File: config.mk
export PLATFORM = sky130hd
export DESIGN_NAME = wcht_front
export DESIGN_NICKNAME = d
export VERILOG_FILES = /design/src/rtl/wcht_pkg.sv /design/src/rtl/wcht_front.sv
export SDC_FILE = /design/constraint.sdc
export NUM_CORES = 1
export LEC_CHECK = 0
export BUFFER_PORTS_ARGS = -buffer_cell sky130_fd_sc_hd__buf_4
export CAP_MARGIN = 20
export CORE_MARGIN = 10
export CORE_UTILIZATION = 40
export CTS_CLUSTER_SIZE = 40
export DETAILED_ROUTE_END_ITERATION = 10
export SYNTH_ARGS = -nofsm -noshare
export SYNTH_HDL_FRONTEND = slang
export SYNTH_SLANG_ARGS = --single-unit
File: constraint.sdc
create_clock -name clk -period 13.7 [get_ports clk]
set_input_delay 2.74 -clock clk [delete_from_list [all_inputs] [get_ports clk]]
set_output_delay 2.74 -clock clk [all_outputs]
set_load 0.05 [all_outputs]
File: src/rtl/wcht_pkg.sv
package wcht_pkg;

  localparam int TABLE_SIZE = 59;
  localparam int LEN_W    = 7;
  localparam int HASH_W   = 64;
  localparam int CNT_W    = 32;
  localparam int SLOT_W   = 6;
  localparam int DKEYS_W  = 6;
  localparam logic [HASH_W-1:0] HASH_START = 64'd5381;
  localparam int HASH_SHIFT = 5;
  localparam logic [CNT_W-1:0] CNT_SAT = '1;

  localparam logic CMD_ADD    = 1'b0;
  localparam logic CMD_LOOKUP = 1'b1;

  typedef struct packed {
    logic       cmd;
    logic [7:0] key_char;
    logic       key_last;
  } req_t;

  typedef struct packed {
    logic               found;
    logic [CNT_W-1:0]   occurrences;
    logic [SLOT_W-1:0]  slot;
    logic               inserted;
    logic               table_full;
    logic [DKEYS_W-1:0] distinct_keys;
    logic [CNT_W-1:0]   collision_total;
  } rsp_t;

  // job header handed from front to back
  typedef struct packed {
    logic              cmd;
    logic [LEN_W-1:0]  len;
    logic [HASH_W-1:0] hash;
  } job_hdr_t;

endpackage

File: src/rtl/wcht_front.sv
// Collects key characters and the running hash, emits one job per key
module wcht_front #(
  parameter int MAX_KEY_CHARS = 19
) (
  input  logic                      clk,
  input  logic                      rst,
  input  logic                      accept,
  input  wcht_pkg::req_t            req,
  output logic                      push,
  output wcht_pkg::job_hdr_t        push_hdr,
  output logic [8*MAX_KEY_CHARS-1:0] push_key
);
  import wcht_pkg::*;

  localparam int KEY_BITS = 8 * MAX_KEY_CHARS;

  logic [LEN_W-1:0]    len;
  logic [LEN_W-1:0]    len_next;
  logic [HASH_W-1:0]   hash;
  logic [HASH_W-1:0]   hash_next;
  logic [KEY_BITS-1:0] key;
  logic [KEY_BITS-1:0] key_next;

  // append the character while there is room; a fresh key starts cleared
  always_comb begin
    len_next  = len;
    hash_next = hash;
    key_next  = (len == '0) ? '0 : key;
    if (len < LEN_W'(MAX_KEY_CHARS)) begin
      for (int j = 0; j < MAX_KEY_CHARS; j++) begin
        if (len == LEN_W'(j)) key_next[8*j +: 8] = req.key_char;
      end
      len_next  = len + LEN_W'(1);
      hash_next = (hash << HASH_SHIFT) + hash + {{(HASH_W-8){1'b0}}, req.key_char};
    end
  end

  assign push          = accept && req.key_last;
  assign push_hdr.cmd  = req.cmd;
  assign push_hdr.len  = len_next;
  assign push_hdr.hash = hash_next;
  assign push_key      = key_next;

  always_ff @(posedge clk) begin
    if (accept) key <= key_next;
  end

  always_ff @(posedge clk) begin
    if (rst) begin
      len  <= '0;
      hash <= HASH_START;
    end else if (accept) begin
      if (req.key_last) begin
        len  <= '0;
        hash <= HASH_START;
      end else begin
        len  <= len_next;
        hash <= hash_next;
      end
    end
  end
endmodule

* Word level (Yosys, flattened, before mapping)
Cells that the tools add are included.
Operators by class: eq/ne operators 18, $lt $le $gt $ge 1, mux-type cells 25, reduce and logical (&&, ||, !) cells 2, $add $sub $neg 3
Operator list (count):
- 152-bit 2-to-1 mux | 2
- 8-bit 2-to-1 mux | 19
- 64-bit 2-to-1 mux | 2
- 64-bit adder | 1
- 64-bit by 8-bit adder with 64-bit output | 1
- 7-bit by 4-bit equality test with 1-bit output, second input constant | 8
- 7-bit by 3-bit equality test with 1-bit output, second input constant | 4
- 7-bit by 5-bit equality test with 1-bit output, second input constant | 3
- 7-bit by 2-bit equality test with 1-bit output, second input constant | 2
- 7-bit 2-to-1 mux | 2
- 7-bit by 1-bit adder with 7-bit output, second input constant | 1
- 7-bit by 1-bit equality test with 1-bit output, second input constant | 1
- 7-bit zero test | 1
- 7-bit by 5-bit less-than comparator with 1-bit output, second input constant | 1
- 1-bit logical AND | 1
Word-level totals: output and inout port bits 225, flip-flop bits (word level) 223, bits of input ports 13, word-level logic and storage cells 52

* Longest topological paths before layout
Gate-level depths: netlist of run 1.
depth after elaboration 4, gate-level depth with buffers 15, gate-level depth less buffers 14

* Least setup slack after synthesis of run 1
No wires, ideal clock.
path kind input -> output, start input port req[6] in the netlist's numbering, end output port push_hdr[50] in the netlist's numbering, slack 4.153 ns, buffers on the path 1, data arrival time 6.807 ns, cell stages on the path 14, path through clkbuf_1 -> inv_1 -> fa_1 -> inv_1 -> ha_1 -> nand4_1 -> a21oi_1 -> nor3_1 -> nor3_2 -> a211o_1 -> a31oi_1 -> o32ai_1 -> nor4b_1 -> a311oi_1
RTL lines:
- start: declaration | line wcht_front.sv:8 | input wcht_pkg::req_t req,
- end: declaration | line wcht_front.sv:10 | output wcht_pkg::job_hdr_t push_hdr,

==> impl_results.md, run 1 <==
- Top cells by area, synth: edfxtp_1 (32%), ha_1 (11%), dfxtp_1 (10%)
- ANT nets after route: 0
- Root buf cell: clkbuf_16
- Outcome: finished, final reports clean
- CP max FO: 16
- Worst Hold Launch: len[6]
- Diode count: 0
- Max-Cap Viols: 0
- FILL cells: ~3300
- Slew margin rel.: 32.98%
- Hold Buf Count CTS: 0
- Mapped Cells: between 1000 and 1500
- Tcrit/Tclk final: a little under three quarters
- Synth warn: 0
- Final Max Slew Viols: 0
- Critical path class: in2out
- Core area: 34630 µm²
- Chip width: 207.7 µm
- Routed len/inst: ~22 µm
- Final setup TNS: 0 ns
- DR vias: 12240
- Initial cell density of the core: 40.70%
- Total track usage: 20.59%
- Hold path depth: 1
- Reg2Reg Capture Point: hash[56]
- Net Count, Synth: between 1500 and 2000
- Initial antenna violation count: 0
- CTS-repair resized insts: 0
- Clock Path Buffers: 3
- Hold Fails Final Rpt: 0
- Leading cell types by count after synthesis: nand2_1 (219), edfxtp_1 (152), a22o_1 (146), ha_1 (126), a21oi_1 (125)
- Die area: 43140 µm²
- Number of global-route vias before repair: roughly 12000
- Share of the synthesized area in the top cell type: 32.39%
- Port Buffers: 235
- Post-synthesis async set-or-reset flop share: 0%
- Area of the multi-input gates: 7724 µm²
- Leakage power: 7.761 nW
- Actual slew at the worst max-slew pin: 0.9976 ns
- Synth Register Bits: between 200 and 250
- Sequential area share after synthesis: 42.47%
- Largest net degree at the start of global routing: 151
- Row cnt: 68
- Initial DRC Count: 777
- R2R depth: 13
- CTS HTree Levels: 1
- Arr. time, crit path: 7.02 ns
- Worst skew pair latency: roughly 0.57 ns
- CTS tree: yes
- Hpwl dp: 34610 µm
- Max Fclk: 102.5 MHz
- Most used flip-flop cell after synthesis: edfxtp_1
- Crit start category: primary input
- Worst r2r src: hash[5]
- Top Ports: 238
- Hold crit path type: reg2reg
- Clock transition at the registers of the reported paths: ~0.060 ns
- TritonRoute pass-1 iters: 5
- Mapped cell area: 14090 µm²
- Global route total overflow: 0
- CTS Buf Count: 27
- Layout cell share with drive strength beyond 1: a little under a fifth
- Post-route cell area: 17070 µm²
- RSZ-0062 raised after global routing: false
- Reg2Reg Setup Slack: 9.64 ns
- Final setup fails: 0
- Die H: 207.7 µm
- Worst clock skew: 0.02180 ns
- Pwr per Cell Area: 111.7 nW/µm²
- Fin nets: 1806
- Global-route wire length before repair: between 70000 and 80000 µm
- Worst setup margin: between 3 and 4 ns
- Worst endpoint required time: between 10 and 15 ns
- Place WS: about 3.9 ns
- Fin crit period: 9.760 ns
- Peak VDD IR: 91.50 µV
- Mean post-synth cell area: 9.607 µm²
- Post-route DRC: 0
- FF/Latch Area: 5986 µm²
- Post-synth cell types: slightly above 70
- Drt total wl: 47020 µm
- Placer Congestion: 0.9142
- Worst Setup End Kind: primary output
- Count leader, synth: nand2_1
- Setup Fix Bufs, Post-CTS: 0
- Synth-to-Final Area Change: 21.14%
- Area of placed instances: 16240 µm²
- Hold Crit Endpoint: len[6]
- CTS Sinks: 223
- Post-synth top area cell: edfxtp_1
- Number of synthesized flops with an enable pin: around 150
- Via density: ~5.7
## how the worst max path moves through the flow
stage               slack (ns)           end  startpoint
floorplan                 4.15  push_hdr[50]      req[6]
global placement          4.09  push_hdr[63]      req[6]
detailed placement        3.93  push_hdr[60]      req[6]
global route              3.59  push_hdr[63]      req[6]
finish                    3.94  push_hdr[60]      req[6]
CTS                       3.92  push_hdr[60]      req[6]
## worst max-delay path, cell delays in order
cell and delay [ns]:
buf_4 0.23, inv_1 0.19, fa_1 0.57, inv_1 0.04, ha_1 0.38, nand4_1 0.14, a21oi_1 0.24, nor3_1 0.13
nor3_2 0.37, a31oi_1 0.27, o41ai_2 0.78, a21oi_1 0.25, or3_1 0.40, nand3_1 0.08, buf_4 0.20
## report_power, final
part	internal (W)	switching, W	total [W]	leakage (nW)
clock	0.000381	0.000300	0.000681	0.404
sequential	0.000753	0.0000157	0.000769	2.14
combinational	0.000130	0.000327	0.000457	5.22
total	0.00126	0.000643	0.00191	7.76
## flip-flops by register name, indices dropped and copies added (netlist names)
name  cells
len       7
key     152
hash     64
## cell usage in the layout, fill, tap and decap left out, types with 20 or more instances in the layout
cell,netlist,layout
buf_4,1,242
nand2_1,219,219
edfxtp_1,152,152
a22o_1,146,146
ha_1,126,126
a21oi_1,125,125
nor2_1,120,119
dfxtp_1,71,71
o21ai_0,52,52
nand3_1,42,42
xnor2_1,39,39
inv_1,29,29
clkbuf_16,0,27
nor2b_1,26,24
a21o_1,23,23
xor2_1,22,22
nor3_1,21,20
## layout make-up
| class | count | area share, % |
|---|---|---|
| clock buffers | 29 | 4.001 |
| well taps | 455 | 3.335 |
| multi-input cells | 1137 | 45.24 |
| inverters | 29 | 0.6376 |
| flip-flops and latches | 223 | 35.06 |
| repair buffers | 245 | 10.87 |
| clock inverters | 21 | 0.8575 |
## layer usage
layer | vias up | track usage (%) | routed length [µm]
met5 | - | 0 | 0
met4 | 0 | 4.408 | 790
li1 | 5895 | - | -
met2 | 410 | 33.20 | 21460
met1 | 5897 | 28.32 | 21740
met3 | 40 | 3.460 | 3027
## stage by stage
stage          instances  hold WS, ns  power, W  utilization (%)
2_1_floorplan       1467       0.4614  0.001095                -
3_3_place_gp        2088       0.4884  0.001239            46.89
3_5_place_dp        2088       0.4960  0.001242            46.89
4_1_cts             2138       0.5102  0.001928            49.28
5_1_grt             2139       0.5323  0.001985            49.30
6_report            2139       0.5154  0.001907            49.30
## cells by family after synthesis
family,after synthesis,share of synthesized area [%]
compound gates,449,22.81
xor+xnor,61,3.791
fa+ha+maj,130,11.75
buf+inv,107,2.921
flops,223,42.47
mux,18,1.394
simple gates,479,14.86
No activity file was read; power rests on OpenSTA's default activity.
==> inputs of run 2 (changes only) <==
==> constraint.sdc (replaced) <==
create_clock -name clk -period 8.4 [get_ports clk]
set_input_delay 1.68 -clock clk [delete_from_list [all_inputs] [get_ports clk]]
set_output_delay 1.68 -clock clk [all_outputs]
set_load 0.05 [all_outputs]
==> impl_results.md, run 2 (synthesized netlist as in run 1, its figures left out) <==
- CTS-repair resized insts: 0 (unchanged)
- Chip width: 207.7 µm (unchanged)
- Peak VDD IR: 138.8 µV (was 91.50 µV)
- Tcrit/Tclk final: 91.16%
- Actual slew at the worst max-slew pin: 1.031 ns (was 0.9976 ns)
- Global-route wire length before repair: 72770 µm (was 71990 µm)
- Root buf cell: clkbuf_16 (unchanged)
- Most frequent cells in the layout: buf_4 (244), nand2_1 (219), edfxtp_1 (152), a22o_1 (146), ha_1 (126) (was buf_4 (242), nand2_1 (219), edfxtp_1 (152), a22o_1 (146), ha_1 (126))
- Hold crit path type: reg2reg (unchanged)
- Max Fclk: 130.6 MHz
- Via density: 5.740 (was 5.723)
- Total track usage: 20.66% (was 20.59%)
- Top Ports: 238 (unchanged)
- Outcome: finished, final reports clean (unchanged)
- Final Max Slew Viols: 0 (unchanged)
- Port Buffers: 235 (unchanged)
- Critical path class: in2out (unchanged)
- Hold Buf Count CTS: 0 (unchanged)
- Synth-to-Final Area Change: 21.56% (was 21.14%)
- Worst skew pair latency: 0.56 ns (was 0.57 ns)
- CTS tree: yes (unchanged)
- Setup Fix Bufs, Post-CTS: 0 (unchanged)
- Regs by FF count: key: 152 flops, hash: 64 flops, len: 7 flops (unchanged)
- RSZ-0062 raised after global routing: false (unchanged)
- Fin crit period: 7.658 ns
- Drt total wl: 46930 µm (was 47020 µm)
- Post-route DRC: 0 (unchanged)
- Most flops, register: key (unchanged)
- Hpwl dp: 34730 µm (was 34610 µm)
- Hold Fails Final Rpt: 0 (unchanged)
- Worst setup margin: 0.7422 ns (was 3.940 ns)
- Fin nets: 1807 (was 1806)
- CTS HTree Levels: 1 (unchanged)
- Crit-path slowest cell: o41ai_2 (unchanged)
- Crit start category: primary input (unchanged)
- Number of global-route vias before repair: 11960 (was 11790)
- Max-Cap Viols: 0 (unchanged)
- Place WS: 0.7742 ns (was 3.933 ns)
- Crit path buf inv count: 4 (unchanged)
- Largest register FFs: 152 (unchanged)
- Global route total overflow: 0 (unchanged)
- CTS Sinks: 223 (unchanged)
- Area of the multi-input gates: 7729 µm² (was 7724 µm²)
- TritonRoute pass-1 iters: 5 (unchanged)
- Clock Path Buffers: 3 (unchanged)
- Initial cell density of the core: 40.70% (unchanged)
- Arr. time, crit path: 5.98 ns (was 7.02 ns)
- Placer Congestion: 0.8983 (was 0.9142)
- Die area: 43140 µm² (unchanged)
- CTS Buf Count: 27 (unchanged)
- Initial DRC Count: 815 (was 777)
- Clock transition at the registers of the reported paths: 0.05 ns (was 0.06 ns)
- DR vias: 12280 (was 12240)
- Row cnt: 68 (unchanged)
- Slew margin rel.: 30.74% (was 32.98%)
- Diode count: 0 (unchanged)
- Worst Setup End Kind: primary output (unchanged)
- FF/Latch Area: 5986 µm² (unchanged)
- Die H: 207.7 µm (unchanged)
- ANT nets after route: 0 (unchanged)
- Largest delay share family, worst path: compound AO/OA/AOI/OAI gates (unchanged)
- Peak per-stage delay on the critical path: 0.70 ns (was 0.78 ns)
- Leakage power: 7.795 nW (was 7.761 nW)
- FILL cells: 3213 (was 3292)
- Commonest non-fill, non-tap cell in the layout: buf_4 (unchanged)
- Layout cell share with drive strength beyond 1: 18.76% (was 18.82%)
- Pwr per Cell Area: 185.8 nW/µm² (was 111.7 nW/µm²)
- Final setup fails: 0 (unchanged)
- Final setup TNS: 0 ns (unchanged)
- Largest net degree at the start of global routing: 75 (was 151)
- Routed len/inst: 21.94 µm (was 21.98 µm)
- CP cell instances: buf_4 -> inv_1 -> fa_1 -> inv_1 -> ha_1 -> nand4_1 -> a21oi_1 -> nor3_1 -> nor3_2 -> a31oi_1 -> o41ai_2 -> a21oi_1 -> or3_1 -> nand3_1 -> buf_4 (unchanged)
- CP max FO: 16 (unchanged)
- Core area: 34630 µm² (unchanged)
- Worst clock skew: 0.02449 ns (was 0.02180 ns)
- Initial antenna violation count: 0 (unchanged)
- Worst endpoint required time: 6.72 ns (was 10.96 ns)
run 2: path summary, 6_finish.rpt:
path / from / endpoint / slack (ns) / cells past startpoint
hold reg to reg: hash[62] / hash[62] / 0.51 / 1
setup reg to reg: hash[5] / hash[56] / 4.33 / 13
setup / recovery: req[6] / push_hdr[60] / 0.74 / 15
hold / removal: hash[62] / hash[62] / 0.51 / 1
run 2: power by group:
group,switching [W],internal (W)
Combinational,0.000532,0.000211
Clock,0.000476,0.000709
Sequential,0.0000252,0.00123
Total,0.00103,0.00215
run 2: routing by layer:
layer | part of all wire [%] | routed length [µm] | track usage, % | vias up
met3 | 6.6 | 3096 | 3.715 | 48
met2 | 45 | 21200 | 32.85 | 397
li1 | - | - | - | 5899
met4 | 1.9 | 900 | 4.608 | 0
met5 | 0 | 0 | 0 | -
met1 | 46 | 21730 | 28.58 | 5934
run 2: per-stage QoR:
step / utilization [%] / cell area (µm²) / instances / hold WS [ns] / total power [W]
final: 49.48 / 17130 / 2139 / 0.5097 / 0.003183
after global routing: 49.48 / 17130 / 2139 / 0.5301 / 0.003313
after CTS: 49.45 / 17130 / 2138 / 0.5091 / 0.003215
after floorplan: - / 14090 / 1467 / 0.4614 / 0.001786
after detailed placement: 46.89 / 16240 / 2089 / 0.4963 / 0.002023
after global placement: 46.89 / 16240 / 2089 / 0.4874 / 0.002020
run 2: area by class of cell:
cell class,instances,share of cell area (%)
repair buffers,246,10.80
clock inverters,19,1.183
inverters,29,0.6354
well taps,455,3.323
clock buffers,30,4.009
multi-input cells,1137,45.11
flip-flops and latches,223,34.94
==> inputs of run 3 (changes only) <==
==> constraint.sdc (replaced) <==
create_clock -name clk -period 8.4 [get_ports clk]
set_input_delay 1.26 -clock clk [delete_from_list [all_inputs] [get_ports clk]]
set_output_delay 1.26 -clock clk [all_outputs]
set_load 0.05 [all_outputs]
==> impl_results.md, run 3 (synthesized netlist as in run 1, its figures left out) <==
- Outcome: finished, final reports clean (unchanged)
- Clock transition at the registers of the reported paths: 0.06 ns (was 0.05 ns)
- Final setup TNS: 0 ns (unchanged)
- Port Buffers: 235 (unchanged)
- Largest net degree at the start of global routing: 71 (was 75)
- Diode count: 0 (unchanged)
- Root buf cell: clkbuf_16 (unchanged)
- Layout cell share with drive strength beyond 1: 18.67% (was 18.76%)
- Global route total overflow: 0 (unchanged)
- Peak per-stage delay on the critical path: 0.56 ns (was 0.70 ns)
- Clock Path Buffers: 3 (unchanged)
- Area of placed instances: 16230 µm² (was 16240 µm²)
- Initial antenna violation count: 0 (unchanged)
- Final Max Slew Viols: 0 (unchanged)
- Crit-path slowest cell: fa_1 (was o41ai_2)
- DR vias: 12240 (was 12280)
- CP max FO: 16 (unchanged)
- Worst Setup End Kind: primary output (unchanged)
- Die area: 43140 µm² (unchanged)
- CTS-repair resized insts: 0 (unchanged)
- Die H: 207.7 µm (unchanged)
- Reg2Reg Capture Point: hash[56] (unchanged)
- Worst Hold Launch: hash[62] (unchanged)
- Non-Filler Instances: 2137 (was 2139)
- Hold Buf Count CTS: 0 (unchanged)
- Placer Congestion: 0.8995 (was 0.8983)
- Critical path class: in2out (unchanged)
- Hpwl dp: 34530 µm (was 34730 µm)
- Drt total wl: 47000 µm (was 46930 µm)
- Initial cell density of the core: 40.70% (unchanged)
- Reg2Reg Setup Slack: 4.37 ns (was 4.33 ns)
- CTS tree: yes (unchanged)
- Via density: 5.729 (was 5.740)
- RSZ-0062 raised after global routing: false (unchanged)
- Total track usage: 20.75% (was 20.66%)
- Number of global-route vias before repair: 11910 (was 11960)
- FILL cells: 3271 (was 3213)
- DP Cell Count: 2089 (unchanged)
- Regs by FF count: key: 152 flops, hash: 64 flops, len: 7 flops (unchanged)
- Post-route cell area: 17130 µm² (about the same)
- Global-route wire length before repair: 72860 µm (was 72770 µm)
- Worst endpoint required time: 7.14 ns (was 6.72 ns)
- Worst skew pair latency: 0.57 ns (was 0.56 ns)
- Routed len/inst: 21.99 µm (was 21.94 µm)
- Most flops, register: key (unchanged)
- Fin crit period: 6.787 ns (was 7.658 ns)
- Arr. time, crit path: 5.53 ns (was 5.98 ns)
- Largest register FFs: 152 (unchanged)
- Hold path depth: 1 (unchanged)
- Actual slew at the worst max-slew pin: 1.158 ns (was 1.031 ns)
- CTS HTree Levels: 1 (unchanged)
- R2R depth: 13 (unchanged)
- Final setup fails: 0 (unchanged)
- Hold Crit Endpoint: hash[62] (unchanged)
- Hold Fails Final Rpt: 0 (unchanged)
- TritonRoute pass-1 iters: 5 (unchanged)
- Top Ports: 238 (unchanged)
- ANT nets after route: 0 (unchanged)
- Tcrit/Tclk final: 80.80% (was 91.16%)
- Worst clock skew: 0.01686 ns (was 0.02449 ns)
- Worst r2r src: hash[5] (unchanged)
- Leakage power: 7.787 nW (was 7.795 nW)
- Peak VDD IR: 139.7 µV (was 138.8 µV)
- Fin util: 49.46% (was 49.48%)
- Hold crit path type: reg2reg (unchanged)
- Crit start category: primary input (unchanged)
- Row cnt: 68 (unchanged)
- Post-route DRC: 0 (unchanged)
- CTS Buf Count: 27 (unchanged)
- Max-Cap Viols: 0 (unchanged)
- Chip width: 207.7 µm (unchanged)
- CP cell instances: buf_4 -> inv_1 -> fa_1 -> inv_1 -> ha_1 -> nand3_1 -> nor2_1 -> o21ai_1 -> a311oi_1 -> o21ai_1 -> o31ai_2 -> a31oi_1 -> o41ai_1 -> nor2_1 -> xor2_1 -> buf_4 (was buf_4 -> inv_1 -> fa_1 -> inv_1 -> ha_1 -> nand4_1 -> a21oi_1 -> nor3_1 -> nor3_2 -> a31oi_1 -> o41ai_2 -> a21oi_1 -> or3_1 -> nand3_1 -> buf_4)
- Max Fclk: 147.3 MHz (was 130.6 MHz)
- Setup Fix Bufs, Post-CTS: 0 (unchanged)
- Crit path from: req[6] (unchanged)
- CTS Sinks: 223 (unchanged)
- Core area: 34630 µm² (unchanged)
- Initial DRC Count: 759 (was 815)
- Commonest non-fill, non-tap cell in the layout: buf_4 (unchanged)
- Slew margin rel.: 22.22% (was 30.74%)
- Pwr per Cell Area: 186.9 nW/µm² (was 185.8 nW/µm²)
- Synth-to-Final Area Change: 21.53% (was 21.56%)
- Most frequent cells in the layout: buf_4 (244), nand2_1 (219), edfxtp_1 (152), a22o_1 (146), ha_1 (126) (unchanged)
- Fin nets: 1806 (was 1807)
run 3: changes by cell type in the layout (fill, tap and decap cells not counted), sizes merged:
| cell | before | now |
|---|---|---|
| clkinv | 13 | 10 |
| inv | 30 | 31 |
run 3: worst max path at each step:
stage          cells after the start  slack, ns           end
3_5_place_dp                      15       1.61  push_hdr[60]
6_report                          16       1.61  push_hdr[63]
5_1_grt                           15       1.28  push_hdr[60]
3_3_place_gp                      16       1.70  push_hdr[63]
2_1_floorplan                     14       1.81  push_hdr[50]
4_1_cts                           15       1.61  push_hdr[60]
run 3: through the flow:
step	total power (W)	worst slack, ns	hold slack, ns
2_1_floorplan	0.001786	1.813	0.4614
3_3_place_gp	0.002020	1.699	0.4887
3_5_place_dp	0.002023	1.612	0.4924
4_1_cts	0.003237	1.611	0.5078
5_1_grt	0.003324	1.276	0.5280
6_report	0.003202	1.613	0.5090
run 3: area by class of cell:
type | instances | area (µm²) | share of cell area (%)
well taps | 455 | 569.3 | 3.324
flip-flops and latches | 223 | 5986 | 34.95
repair buffers | 245 | 1843 | 10.76
clock buffers | 31 | 700.7 | 4.091
clock inverters | 17 | 196.4 | 1.147
multi-input cells | 1137 | 7724 | 45.09
inverters | 29 | 108.9 | 0.6355
run 3: routing by layer:
metal	vias up	part of all wire, %	track usage, %
li1	5883	-	-
met1	5832	45	27.86
met2	452	45	32.81
met3	76	7.5	4.753
met4	0	2.7	5.679
met5	-	0	0
run 3: worst max-delay path: cells and delay by family:
family	cells	cell delay, ns
compound gates	6	1.87
xor+xnor	1	0.35
fa+ha+maj	2	0.94
buf+inv	4	0.75
simple gates	3	0.35
run 3: report_power, final:
part	internal (W)	total [W]	switching, W	leakage [nW]
registers	0.00123	0.00125	0.0000257	2.14
logic	0.000212	0.000744	0.000533	5.22
clock network	0.000719	0.00120	0.000484	0.435
