**src/rtl/wcht_queue.sv**
```systemverilog
// Two-entry job queue between front and back
module wcht_queue #(
  parameter int WIDTH = 8
) (
  input  logic             clk,
  input  logic             rst,
  input  logic             push,
  input  logic [WIDTH-1:0] push_data,
  input  logic             pop,
  output logic [WIDTH-1:0] pop_data,
  output logic             empty,
  output logic             full
);
  logic [WIDTH-1:0] mem [2];
  logic       wptr;
  logic       rptr;
  logic [1:0] count;

  assign empty    = (count == 2'd0);
  assign full     = (count == 2'd2);
  assign pop_data = mem[rptr];

  always_ff @(posedge clk) begin
    if (push) begin
      mem[wptr] <= push_data;
    end
  end

  always_ff @(posedge clk) begin
    if (rst) begin
      wptr  <= 1'b0;
      rptr  <= 1'b0;
      count <= 2'd0;
    end else begin
      if (push) wptr <= ~wptr;
      if (pop)  rptr <= ~rptr;
      count <= count + {1'b0, push} - {1'b0, pop};
    end
  end
endmodule

```
**config.mk**
```make
export PLATFORM = sky130hd
export DESIGN_NAME = wcht_queue
export DESIGN_NICKNAME = d
export VERILOG_FILES = /design/src/rtl/wcht_queue.sv
export SDC_FILE = /design/constraint.sdc
export NUM_CORES = 1
export LEC_CHECK = 0
export ABC_AREA = 1
export BUFFER_PORTS_ARGS = -buffer_cell sky130_fd_sc_hd__buf_2
export CAP_MARGIN = 5
export CORE_MARGIN = 2
export CORE_UTILIZATION = 30
export CTS_CLUSTER_SIZE = 8
export DETAILED_ROUTE_END_ITERATION = 10
export PLACE_DENSITY = 0.51
export REMOVE_ABC_BUFFERS = 1
export SYNTH_ARGS = -nofsm -noshare
export SYNTH_HDL_FRONTEND = slang
export SYNTH_SLANG_ARGS = --single-unit
```
**constraint.sdc**
```tcl
create_clock -name clk -period 2.43 [get_ports clk]
set_input_delay 0.243 -clock clk [delete_from_list [all_inputs] [get_ports clk]]
set_output_delay 0.243 -clock clk [all_outputs]
set_load 0.02 [all_outputs]
```
After elaboration in Yosys (flattened, before gate mapping)
Memory sizes are Yosys's and may differ from the RTL's. A register that Yosys moved wholly into a read port is not among the register bits.
Index checks and enable logic that the tools add are counted.
{ "totals": {"mem_bits_rw": 16, "input_bits": 12, "ff_bits": 4, "wordCells": 14, "memories": 1, "out_inout_bits": 10} }
{ "op_classes": {"add_sub_neg": 2, "mux": 4, "reduce_logical": 1, "n_bitwise": 2, "eq_ne": 1} }
{ "memory_table": {"columns": ["name", "depth", "word_bits", "read_ports", "rd_ports_with_merged_regs", "write_ports", "line_no", "rtl"], "rows": [
  ["mem", 2, 8, 1, 1, 1, "14", "logic [WIDTH-1:0] mem [2];"]
]} }
{ "op_table": {"columns": ["cell", "count"], "rows": [
  ["two-way mux 1 bit", 4],
  ["adder 2 x 1 -> 2 bit", 1],
  ["equality test 2 bit, second input constant", 1],
  ["logical NOT 2 bit", 1],
  ["inverter 1 bit", 2],
  ["subtractor 2 x 1 -> 2 bit", 1]
]} }

Depth between registers and ports, before layout
Gate-level depths: netlist (run 1).
{ "depth": {"depth_word": 3, "ltp_mapped": 9, "depth_no_buf": 9} }

Worst setup path after synthesis (run 1)
Ideal clock, no wire load.
{ "synth_path": {"kind": "register to register", "from": "reg count[0]", "to": "reg count[1]", "path_slack_ns": 1.233, "required_time_ns": 2.315, "setup_time_ns": 0.115, "stages_incl_launch_ff": 9, "arrival_time_ns": 1.082, "path_buffers": 0, "path_cell_list": "dfxtp_1 -> inv_1 -> ha_1 -> inv_1 -> ha_1 -> inv_1 -> nand2_1 -> a21oi_1 -> nor2_1"} }
{ "synth_between": {"elab_chain_len": 2} }
{ "synth_lines": {"columns": ["element", "line_no", "rtl"], "rows": [
  ["start: declaration", "17", "logic [1:0] count;"],
  ["start signal: assignment", "37", "count <= count + {1'b0, push} - {1'b0, pop};"],
  ["adder 2 x 1 -> 2 bit", "37", null],
  ["subtractor 2 x 1 -> 2 bit", "37", null]
]} }
Every way passes these cells.
A chain may end at the register's enable or synchronous reset.

==> results of run 1 <==
sequential cells by signal, summed over array words and instances (netlist names), named ones only:
register  flops
mem          16
wptr          1
rptr          1
count         2
Yosys cell counts:
| cell | count |
|---|---|
| sky130_fd_sc_hd__edfxtp_1 | 16 |
| sky130_fd_sc_hd__inv_1 | 8 |
| sky130_fd_sc_hd__mux2_4 | 8 |
| sky130_fd_sc_hd__nor2_1 | 8 |
| sky130_fd_sc_hd__dfxtp_1 | 5 |
| sky130_fd_sc_hd__nand2_1 | 4 |
| sky130_fd_sc_hd__ha_1 | 2 |
| sky130_fd_sc_hd__a21oi_1 | 1 |
| sky130_fd_sc_hd__buf_6 | 1 |
| sky130_fd_sc_hd__nand3_1 | 1 |
| sky130_fd_sc_hd__nor3_1 | 1 |
| sky130_fd_sc_hd__xnor2_1 | 1 |
cell usage in the layout (no fill, tap or decap):
cell type and instances:
sky130_fd_sc_hd__a21oi_1 1, sky130_fd_sc_hd__buf_2 21, sky130_fd_sc_hd__clkbuf_1 1, sky130_fd_sc_hd__clkbuf_4 3, sky130_fd_sc_hd__dfxtp_1 5, sky130_fd_sc_hd__edfxtp_1 16, sky130_fd_sc_hd__ha_1 2, sky130_fd_sc_hd__inv_1 8
sky130_fd_sc_hd__mux2_4 8, sky130_fd_sc_hd__nand2_1 4, sky130_fd_sc_hd__nand3_1 1, sky130_fd_sc_hd__nor2_1 8, sky130_fd_sc_hd__nor3_1 1, sky130_fd_sc_hd__xnor2_1 1
per-stage QoR:
| step | cell area [um2] | setup slack (ns) | hold WS, ns |
|---|---|---|---|
| floorplan | 825 | 1.23 | 0.314 |
| global placement | 968 | 1.05 | 0.434 |
| detailed placement | 968 | 1.05 | 0.437 |
| CTS | 995 | 0.720 | 0.133 |
| global route | 995 | 0.656 | 0.124 |
| finish | 995 | 0.753 | 0.139 |
worst max-delay path: stages, from the launching register on:
cell                      delay [ns]
sky130_fd_sc_hd__dfxtp_1        0.65
sky130_fd_sc_hd__mux2_4         0.34
sky130_fd_sc_hd__buf_2          0.16
per-layer routing:
layer | wire length (um) | up-vias | share of wire (%) | track usage [%]
li1 | - | 235 | - | -
met1 | 537 | 224 | 43 | 10.2
met2 | 611 | 16 | 49 | 13.8
met3 | 94 | 0 | 7.6 | 3.00
met4 | 0 | 0 | 0 | 1.99
met5 | 0 | - | 0 | 0
worst max path at each step:
stage | start | endpoint | slack [ns] | cells past startpoint
final | register | pop_data[3] | 0.75 | 2
after global routing | register | pop_data[3] | 0.66 | 2
after CTS | register | pop_data[3] | 0.72 | 2
after detailed placement | register | pop_data[3] | 1.05 | 2
after global placement | register | pop_data[3] | 1.05 | 2
after floorplan | count[0]$_SDFF_PP0_ | count[1]$_SDFF_PP0_ | 1.23 | 8
where the power goes:
part	total (mW)	internal, mW	switching, mW
Combinational	0.122	0.0560	0.0659
Sequential	0.428	0.412	0.0161
Clock	0.156	0.0636	0.0928
Total	0.706	0.532	0.175
cell families after synthesis:
kind of cell / Yosys count / share of synthesized area, %
buffers and inverters: 9 / 4.94
adder cells (fa/ha/maj): 2 / 2.99
XOR/XNOR: 1 / 1.05
multiplexers: 8 / 14.4
flip-flops: 21 / 69.5
AND/OR/NAND/NOR: 14 / 6.59
AO/OA/AOI/OAI: 1 / 0.598
area by class of cell:
class	count	area share, %
Sequential cell	21	58.4
Multi-Input combinational cell	26	21.5
Timing Repair Buffer	21	10.6
Tap cell	31	3.90
Inverter	8	3.02
Clock buffer	4	2.64
==> results.md, run 1 <==
- completed — status
- 11.2 um — final routed wire length divided by cell count
- 0 — max-cap viol count
- 479 — via count of the first global-routing pass
- 57.5% — area share of the largest cell type after synthesis
- 1 — CTS HTree Levels
- 36.7% — utilization after layout
- 2.19 ns — data required time at the worst endpoint
- 0 — Ant. Diodes
- 30.8% — effective utilization at floorplan
- 111 — filler-free cell count of the finished design
- yes — clock tree from TritonCTS
- 2710 um2 — core area
- 0 — Post-CTS Setup Bufs
- false — setup repair after global routing missed its margin
- 3 — total CTS buffers
- 8.27% — GRT Resource Usage Total
- 8 — Max FO, Critical Path
- 1240 um — post-detailed-routing wire length
- push_data[7] — worst hold path startpoint
- 1.43 ns — crit path DAT
- 0 — count of pins over their slew limit
- 2 — buffer depth of the longest clock path
- 56 — cells after synthesis
- 3 — number of detailed-routing iterations run before antenna repair
- 12 — number of distinct library cells after synthesis
- 0.28 ns — insertion delay of the later-clocked pin in the worst-skew pair
- 0 — count of antenna-violating nets left after detailed routing
- 214 um2 — area of combinational cells with multiple inputs
- mem[0][7]$_DFFE_PP_ — hold worst-path end
- 288 — # fillers
- 0 — number of remaining DRC errors
- 19.0% — area growth from synthesis to layout
- 22 — top-level port count
- 19 — Row Count
- sky130_fd_sc_hd__edfxtp_1 — cell taking the most area after synthesis
- 0.706 mW — Final Power
- 0 — hold bufs inserted after CTS
- register — Critical Path Start Type
- sky130_fd_sc_hd__clkbuf_4 — library cell used as clock root buffer
- 4.28 — routed via count divided by cell count
- 14.9 um2 — average footprint of a synthesized cell
- 21 — post-synthesis sequential element count
- count[0]$_SDFF_PP0_ — source of the worst register-to-register timing path
- 1 — hold path depth
- 53.4% — Relative slew margins
- 0.612 — RD Place Congestion
- 0.00237 ns — clk_skew
- 0 — setup-violating endpoint count in the final report
- 0.697 ns — pin slew with the least headroom to its limit
- count[1]$_SDFF_PP0_ — reg-to-reg critical path endpoint
- 0 ns — total negative slack
- 0 — final number of hold-violating endpoints
- 1.68 ns — final worst path period need
- 0.436 nW — leakage
- 0 — quantity of gates resized following cts
- 0.337 mV — maximum ir drop on the vdd rail
- 2020 um — wire length of the first global-routing pass
- 5 — initial drt markers
- 0 — number of antenna violations at the first check in global routing
- 69.0% — Final period util
- 710 nW/um2 — power density normalized to cell area
- input port to register — worst hold-check path type
- 21 — number of buffers inserted by port buffering
- 12 — pin count of the biggest net entering global routing
- 95 — final net count
- 475 — vias after detailed routing
- 0.11 ns — clock slew at reported path FFs
- 69.5% — Seq/Total Area, Yosys
- register to output pin — kind of critical path
- 0 — synthesis warning total
- 107 — placed cell count
- 965 um — total half-perimeter wirelength after legalization and detailed placement
- 56.8 um — horizontal die dimension
- 0.596 GHz — maximum operating frequency
- 21 — number of clock sinks seen by CTS
- 3220 um2 — die area
- sky130_fd_sc_hd__edfxtp_1 (57%), sky130_fd_sc_hd__mux2_4 (14%), sky130_fd_sc_hd__dfxtp_1 (12%) — largest cells by area after synthesis
- output pin — sort of element at the end of the critical path
- 581 um2 — area taken by flip-flops and latches
- 8 — Worst R2R Path Depth
- 40.0% — share of post-route cells with drive strength above 1
- 0 — total congestion overflow after global routing
- 836 um2 — Synth Cell Area
- 56.8 um — Chip Height
- 1.12 ns — R2R setup slack
(Power assumes the default switching activity.)
==> run 2, diff against run 1 <==
--- a/config.mk
+++ b/config.mk
@@ -12,7 +12,7 @@
 export CORE_UTILIZATION = 30
 export CTS_CLUSTER_SIZE = 8
 export DETAILED_ROUTE_END_ITERATION = 10
-export PLACE_DENSITY = 0.51
+export PLACE_DENSITY = 0.53
 export REMOVE_ABC_BUFFERS = 1
 export SYNTH_ARGS = -nofsm -noshare
 export SYNTH_HDL_FRONTEND = slang
==> constraint.sdc (replaced) <==
create_clock -name clk -period 1.36 [get_ports clk]
set_input_delay 0.136 -clock clk [delete_from_list [all_inputs] [get_ports clk]]
set_output_delay 0.136 -clock clk [all_outputs]
set_load 0.02 [all_outputs]
==> results.md, run 2 (synthesized netlist as in run 1, its figures left out) <==
- 19 — Row Count, unchanged
- 1.35 ns — final worst path period need
- 1300 um — post-detailed-routing wire length, was 1240 um
- 0 — Post-CTS Setup Bufs, unchanged
- 21 — number of clock sinks seen by CTS, unchanged
- 2 — number of detailed-routing iterations run before antenna repair, was 3
- 1.22 ns — data required time at the worst endpoint, was 2.19 ns
- 3 — total CTS buffers, unchanged
- 1.33 mW — Final Power, was 0.706 mW
- 0 — Ant. Diodes, unchanged
- 0 — count of antenna-violating nets left after detailed routing, unchanged
- register — Critical Path Start Type, unchanged
- 0.739 GHz — maximum operating frequency
- completed — status, unchanged
- 0.11 ns — clock slew at reported path FFs, about the same
- yes — clock tree from TritonCTS, unchanged
- 45.2% — share of post-route cells with drive strength above 1, was 40.0%
- 0 ns — total negative slack, unchanged
- 0.362 ns — pin slew with the least headroom to its limit, was 0.697 ns
- 56.8 um — Chip Height, unchanged
- 4 — initial drt markers, was 5
- 2060 um — wire length of the first global-routing pass, was 2020 um
- sky130_fd_sc_hd__edfxtp_1 — most frequent standard cell in the layout excluding fill and tap cells, was sky130_fd_sc_hd__buf_2
- 16 — max reg flops, unchanged
- output pin — sort of element at the end of the critical path, unchanged
- mem — Reg with most FFs, unchanged
- sky130_fd_sc_hd__clkbuf_4 — library cell used as clock root buffer, unchanged
- 0 — number of antenna violations at the first check in global routing, unchanged
- 0 — final number of hold-violating endpoints, unchanged
- 2 — buffer depth of the longest clock path, unchanged
- input port to register — worst hold-check path type, unchanged
- 0 — number of remaining DRC errors, unchanged
- 0 — setup-violating endpoint count in the final report, unchanged
- 0.29 ns — insertion delay of the later-clocked pin in the worst-skew pair, was 0.28 ns
- 0.101 ns — pre-CTS setup slack, was 1.05 ns
- true — setup repair after global routing missed its margin, was false
- 0 — max-cap viol count, unchanged
- 1.22 ns — crit path DAT, was 1.43 ns
- 0.480 nW — leakage, was 0.436 nW
- 22 — top-level port count, unchanged
- 8 — Max FO, Critical Path, unchanged
- register to output pin — kind of critical path, unchanged
- 13 — pin count of the biggest net entering global routing, was 12
- 0.00481 ns — clk_skew, was 0.00237 ns
- 30.8% — area growth from synthesis to layout, was 19.0%
- 498 — via count of the first global-routing pass, was 479
- 481 — vias after detailed routing, was 475
- 0.622 — RD Place Congestion, was 0.612
- 0 — total congestion overflow after global routing, unchanged
- 99 — final net count, was 95
- 4.18 — routed via count divided by cell count, was 4.28
- 56.8 um — horizontal die dimension, unchanged
- 8.29% — GRT Resource Usage Total, was 8.27%
- 30.8% — effective utilization at floorplan, unchanged
- 0.622 mV — maximum ir drop on the vdd rail, was 0.337 mV
- 0.0267 ns — worst hold slack, was 0.139 ns
- 1210 nW/um2 — power density normalized to cell area, was 710 nW/um2
- 2710 um2 — core area, unchanged
- 1 — CTS HTree Levels, unchanged
- 0 — count of pins over their slew limit, unchanged
- 99.5% — Final period util
- 0.00643 ns — Final Worst Setup Slack, was 0.753 ns
- 40.4% — utilization after layout, was 36.7%
- 922 um — total half-perimeter wirelength after legalization and detailed placement, was 965 um
- 21 — number of buffers inserted by port buffering, unchanged
- mem: 16 flops, count: 2 flops — largest registers, unchanged
- 75.9% — Relative slew margins, was 53.4%
- sky130_fd_sc_hd__edfxtp_1 (16), sky130_fd_sc_hd__buf_2 (13) — commonest cells after routing, fill and taps aside, was sky130_fd_sc_hd__buf_2 (21), sky130_fd_sc_hd__edfxtp_1 (16), sky130_fd_sc_hd__inv_1 (8), sky130_fd_sc_hd__mux2_4 (8), sky130_fd_sc_hd__nor2_1 (8)
- 3220 um2 — die area, unchanged
- 11.3 um — final routed wire length divided by cell count, was 11.2 um
## run 2: changes by cell type in the layout (fill, tap and decap cells not counted)
| cell | before | now |
|---|---|---|
| sky130_fd_sc_hd__buf_12 | 0 | 1 |
| sky130_fd_sc_hd__buf_2 | 21 | 13 |
| sky130_fd_sc_hd__buf_4 | 0 | 2 |
| sky130_fd_sc_hd__buf_6 | 0 | 8 |
| sky130_fd_sc_hd__clkbuf_1 | 1 | 0 |
| sky130_fd_sc_hd__clkinv_2 | 0 | 1 |
| sky130_fd_sc_hd__dfxtp_1 | 5 | 3 |
| sky130_fd_sc_hd__dfxtp_2 | 0 | 2 |
| sky130_fd_sc_hd__dlygate4sd3_1 | 0 | 1 |
## run 2: report_power, final
group / switching (mW) / internal, mW
combinational: 0.138 / 0.147
sequential: 0.0177 / 0.737
clock: 0.177 / 0.109
## run 2: cell type report
class                      count  area [um2]
clock buffer                   3        22.5
clock inverter                 1        5.00
fill                         268        1620
inverter                       8        30.0
multi-input combinational     26         214
sequential                    21         583
tap                           31        38.8
timing repair buffer          25         200
## run 2: metrics by stage
step                      std cells  cell area [um2]
after floorplan                  55              825
after detailed placement        110             1000
after global routing            115             1090
after CTS                       114             1080
after global placement          110             1000
final                           115             1090
## run 2: routing by layer
layer | vias up | share of wire, % | global-route usage, %
li1 | 248 | - | -
met1 | 218 | 45 | 9.68
met2 | 15 | 49 | 14.5
met3 | 0 | 5.2 | 2.30
met4 | 0 | 0 | 2.99
met5 | - | 0 | 0
## run 2: worst paths after layout
check / start / to / slack (ns) / cells after the start
worst max register to register: count[0]$_SDFF_PP0_ / count[1]$_SDFF_PP0_ / 0.11 / 8
worst min register to register: rptr$_SDFFE_PP0P_ / rptr$_SDFFE_PP0P_ / 0.53 / 2
worst min-delay path: push_data[1] / mem[0][1]$_DFFE_PP_ / 0.03 / 1
worst max-delay path: register / pop_data[1] / 0.006 / 3
## run 2: timing repair
item	in CTS	in global routing
gates cloned	0	0
endpoints found under the setup margin	8	9
resized for setup	17	1
hold endpoints to repair	0	2
hold buffers	0	1
## run 2: worst max-delay path, stage by stage, from the launching register on
cell and delay, ns:
sky130_fd_sc_hd__dfxtp_2 0.36, sky130_fd_sc_hd__buf_12 0.13, sky130_fd_sc_hd__mux2_4 0.31, sky130_fd_sc_hd__buf_6 0.13
==> run 3, diff against run 2 <==
--- a/config.mk
+++ b/config.mk
@@ -5,14 +5,12 @@
 export SDC_FILE = /design/constraint.sdc
 export NUM_CORES = 1
 export LEC_CHECK = 0
-export ABC_AREA = 1
 export BUFFER_PORTS_ARGS = -buffer_cell sky130_fd_sc_hd__buf_2
-export CAP_MARGIN = 5
-export CORE_MARGIN = 2
+export CAP_MARGIN = 20
 export CORE_UTILIZATION = 30
 export CTS_CLUSTER_SIZE = 8
 export DETAILED_ROUTE_END_ITERATION = 10
-export PLACE_DENSITY = 0.53
+export PLACE_DENSITY = 0.54
 export REMOVE_ABC_BUFFERS = 1
 export SYNTH_ARGS = -nofsm -noshare
 export SYNTH_HDL_FRONTEND = slang
==> results.md, run 3 <==
- 1.22 ns — data required time at the worst endpoint, about the same
- completed — status, unchanged
- 0% — proportion of register bits with asynchronous set or reset after synthesis, unchanged
- 0 — max-cap viol count, unchanged
- 0.29 ns — insertion delay of the later-clocked pin in the worst-skew pair, about the same
- 99.7% — Final period util, was 99.5%
- 6 — Worst R2R Path Depth, was 8
- 0 — count of antenna-violating nets left after detailed routing, unchanged
- 0 — setup-violating endpoint count in the final report, unchanged
- 0 — final number of hold-violating endpoints, unchanged
- input port to register — worst hold-check path type, unchanged
- 0 — total congestion overflow after global routing, unchanged
- 0.764 mV — maximum ir drop on the vdd rail, was 0.622 mV
- 22 — top-level port count, unchanged
- sky130_fd_sc_hd__edfxtp_1 (61%), sky130_fd_sc_hd__dfxtp_1 (13%), sky130_fd_sc_hd__mux2_2 (11%) — largest cells by area after synthesis, was sky130_fd_sc_hd__edfxtp_1 (57%), sky130_fd_sc_hd__mux2_4 (14%), sky130_fd_sc_hd__dfxtp_1 (12%)
- 582 um2 — area taken by flip-flops and latches, was 583 um2
- 253 — # fillers, was 268
- yes — clock tree from TritonCTS, unchanged
- register — Critical Path Start Type, unchanged
- 12 — pin count of the biggest net entering global routing, was 13
- 2 — number of detailed-routing iterations run before antenna repair, unchanged
- 0.11 ns — clock slew at reported path FFs, about the same
- 0 — number of antenna violations at the first check in global routing, unchanged
- 0.00123 ns — clk_skew, was 0.00481 ns
- sky130_fd_sc_hd__edfxtp_1 — cell taking the most area after synthesis, unchanged
- 8 — Max FO, Critical Path, unchanged
- 32.0% — effective utilization at floorplan, was 30.8%
- 53.4 um — Chip Height, was 56.8 um
- register to output pin — kind of critical path, unchanged
- sky130_fd_sc_hd__edfxtp_1 — Post-synth top flop, unchanged
- sky130_fd_sc_hd__clkbuf_4 — library cell used as clock root buffer, unchanged
- 0.439 nW — leakage, was 0.480 nW
- 2480 um2 — core area, was 2710 um2
- 21 — number of buffers inserted by port buffering, unchanged
- sky130_fd_sc_hd__edfxtp_1 (16), sky130_fd_sc_hd__mux2_2 (8), sky130_fd_sc_hd__dfxtp_1 (5), sky130_fd_sc_hd__nor2_1 (5), sky130_fd_sc_hd__nor2b_1 (3) — top post-synthesis cells by count, was sky130_fd_sc_hd__edfxtp_1 (16), sky130_fd_sc_hd__inv_1 (8), sky130_fd_sc_hd__mux2_4 (8), sky130_fd_sc_hd__nor2_1 (8), sky130_fd_sc_hd__dfxtp_1 (5)
- count[1]$_SDFF_PP0_ — reg-to-reg critical path endpoint, unchanged
- 18 — Row Count, was 19
- 0 — number of remaining DRC errors, unchanged
- 0 — synthesis warning total, unchanged
- 0 — count of pins over their slew limit, unchanged
- 0.13 ns — R2R setup slack, was 0.11 ns
- 2 — buffer depth of the longest clock path, unchanged
- 0.737 GHz — maximum operating frequency, was 0.739 GHz
- 46 — cells after synthesis, was 56
- 87 — final net count, was 99
- output pin — sort of element at the end of the critical path, unchanged
- 434 — vias after detailed routing, was 481
- 2850 um2 — die area, was 3220 um2
- 11.2 um — final routed wire length divided by cell count, was 11.3 um
- 11 — number of distinct library cells after synthesis, was 12
- 1870 um — wire length of the first global-routing pass, was 2060 um
- 73.3% — Seq/Total Area, Yosys, was 69.5%
- 1 — hold path depth, unchanged
- 16 — max reg flops, unchanged
- 53.4 um — horizontal die dimension, was 56.8 um
- 1 — CTS HTree Levels, unchanged
- 17.2 um2 — average footprint of a synthesized cell, was 14.9 um2
- 792 um2 — Synth Cell Area, was 836 um2
- 1.22 ns — crit path DAT, about the same
- 3 — initial drt markers, was 4
- 9.59% — GRT Resource Usage Total, was 8.29%
- 0.396 ns — pin slew with the least headroom to its limit, was 0.362 ns
- 33.8% — area growth from synthesis to layout, was 30.8%
- 16 — count of flip-flops with a built-in enable after synthesis, unchanged
- 459 — via count of the first global-routing pass, was 498
- 0 — Ant. Diodes, unchanged
- 229 um2 — area of combinational cells with multiple inputs, was 214 um2
- 73.6% — Relative slew margins, was 75.9%
- 1140 um — post-detailed-routing wire length, was 1300 um
- mem[0][7]$_DFFE_PP_ — hold worst-path end, was mem[0][1]$_DFFE_PP_
- sky130_fd_sc_hd__edfxtp_1 — most frequent standard cell in the layout excluding fill and tap cells, unchanged
- 48.6% — share of post-route cells with drive strength above 1, was 45.2%
- 4.25 — routed via count divided by cell count, was 4.18
- 1290 nW/um2 — power density normalized to cell area, was 1210 nW/um2
- mem: 16 flops, count: 2 flops — largest registers, unchanged
- count[0]$_SDFF_PP0_ — source of the worst register-to-register timing path, unchanged
- sky130_fd_sc_hd__edfxtp_1 — most repeated cell in the gate-level netlist after synthesis, unchanged
- 811 um — total half-perimeter wirelength after legalization and detailed placement, was 922 um
- 0.137 ns — pre-CTS setup slack, was 0.101 ns
- 1.36 ns — final worst path period need, was 1.35 ns
- 0.00372 ns — Final Worst Setup Slack, was 0.00643 ns
- 21 — number of clock sinks seen by CTS, unchanged
- mem — Reg with most FFs, unchanged
- push_data[7] — worst hold path startpoint, was push_data[1]
- 0 ns — total negative slack, unchanged
- 60.7% — area share of the largest cell type after synthesis, was 57.5%
- 21 — post-synthesis sequential element count, unchanged
- 3 — total CTS buffers, unchanged
- 0.573 — RD Place Congestion, was 0.622
- sky130_fd_sc_hd__edfxtp_1 (16), sky130_fd_sc_hd__buf_2 (13), sky130_fd_sc_hd__mux2_4 (8), sky130_fd_sc_hd__buf_6 (8), sky130_fd_sc_hd__nor2_1 (5) — commonest cells after routing, fill and taps aside, was sky130_fd_sc_hd__edfxtp_1 (16), sky130_fd_sc_hd__buf_2 (13)
- true — setup repair after global routing missed its margin, unchanged
## run 3: cells by family after synthesis
group	after synthesis	share of synthesized area (%)
simple gates	9	5.53
flops	21	73.3
fa+ha+maj	2	3.16
xor+xnor	3	5.06
buf+inv	3	1.58
mux	8	11.4
## run 3: what timing repair did
| action | 4_1_cts | 5_1_grt |
|---|---|---|
| gates resized for setup | 27 | 0 |
| hold buffers | 0 | 0 |
| setup endpoints to repair | 8 | 8 |
| cloned | 0 | 0 |
| setup buffers | 0 | 0 |
| pin swaps | 0 | 0 |
## run 3: final cells by class
type	count	area share, %
multi-input combinational	22	21.6
clock buffer	4	2.48
timing repair buffer	23	16.8
sequential	21	54.9
inverter	2	0.708
tap	30	3.54
## run 3: worst max-delay path by stage
stage                               end                start
floorplan           count[1]$_SDFF_PP0_  count[0]$_SDFF_PP0_
global placement    count[1]$_SDFF_PP0_  count[0]$_SDFF_PP0_
detailed placement  count[1]$_SDFF_PP0_  count[0]$_SDFF_PP0_
CTS                         pop_data[6]             register
global route                pop_data[6]             register
finish                      pop_data[6]             register
## run 3: power by group
group | internal (mW) | leakage, nW | switching (mW)
clock | 0.114 | 0.0150 | 0.171
sequential | 0.745 | 0.192 | 0.0246
combinational | 0.172 | 0.232 | 0.141
total | 1.03 | 0.439 | 0.337
## run 3: layer usage
layer | vias to the layer above | wire length (um) | track usage (%) | share of wire [%]
met5 | - | 0 | 0 | 0
met4 | 0 | 0 | 5.26 | 0
met3 | 0 | 60 | 2.59 | 5.3
met2 | 14 | 543 | 14.2 | 48
met1 | 203 | 535 | 12.5 | 47
li1 | 217 | - | - | -
## run 3: worst max-delay path: stages (launching register included)
cell	delay (ns)
sky130_fd_sc_hd__dfxtp_2	0.35
sky130_fd_sc_hd__buf_8	0.14
sky130_fd_sc_hd__mux2_4	0.31
sky130_fd_sc_hd__buf_6	0.13
## run 3: metrics by stage
| step | cells | hold WS (ns) | power (mW) | area, um2 | util [%] |
|---|---|---|---|---|---|
| after floorplan | 45 | 0.208 | 0.949 | 787 | - |
| after global placement | 98 | 0.325 | 1.03 | 945 | 38.1 |
| after detailed placement | 98 | 0.331 | 1.04 | 945 | 38.1 |
| after CTS | 102 | 0.0142 | 1.39 | 1060 | 42.8 |
| after global routing | 102 | 0.00807 | 1.44 | 1060 | 42.8 |
| final | 102 | 0.0276 | 1.37 | 1060 | 42.8 |
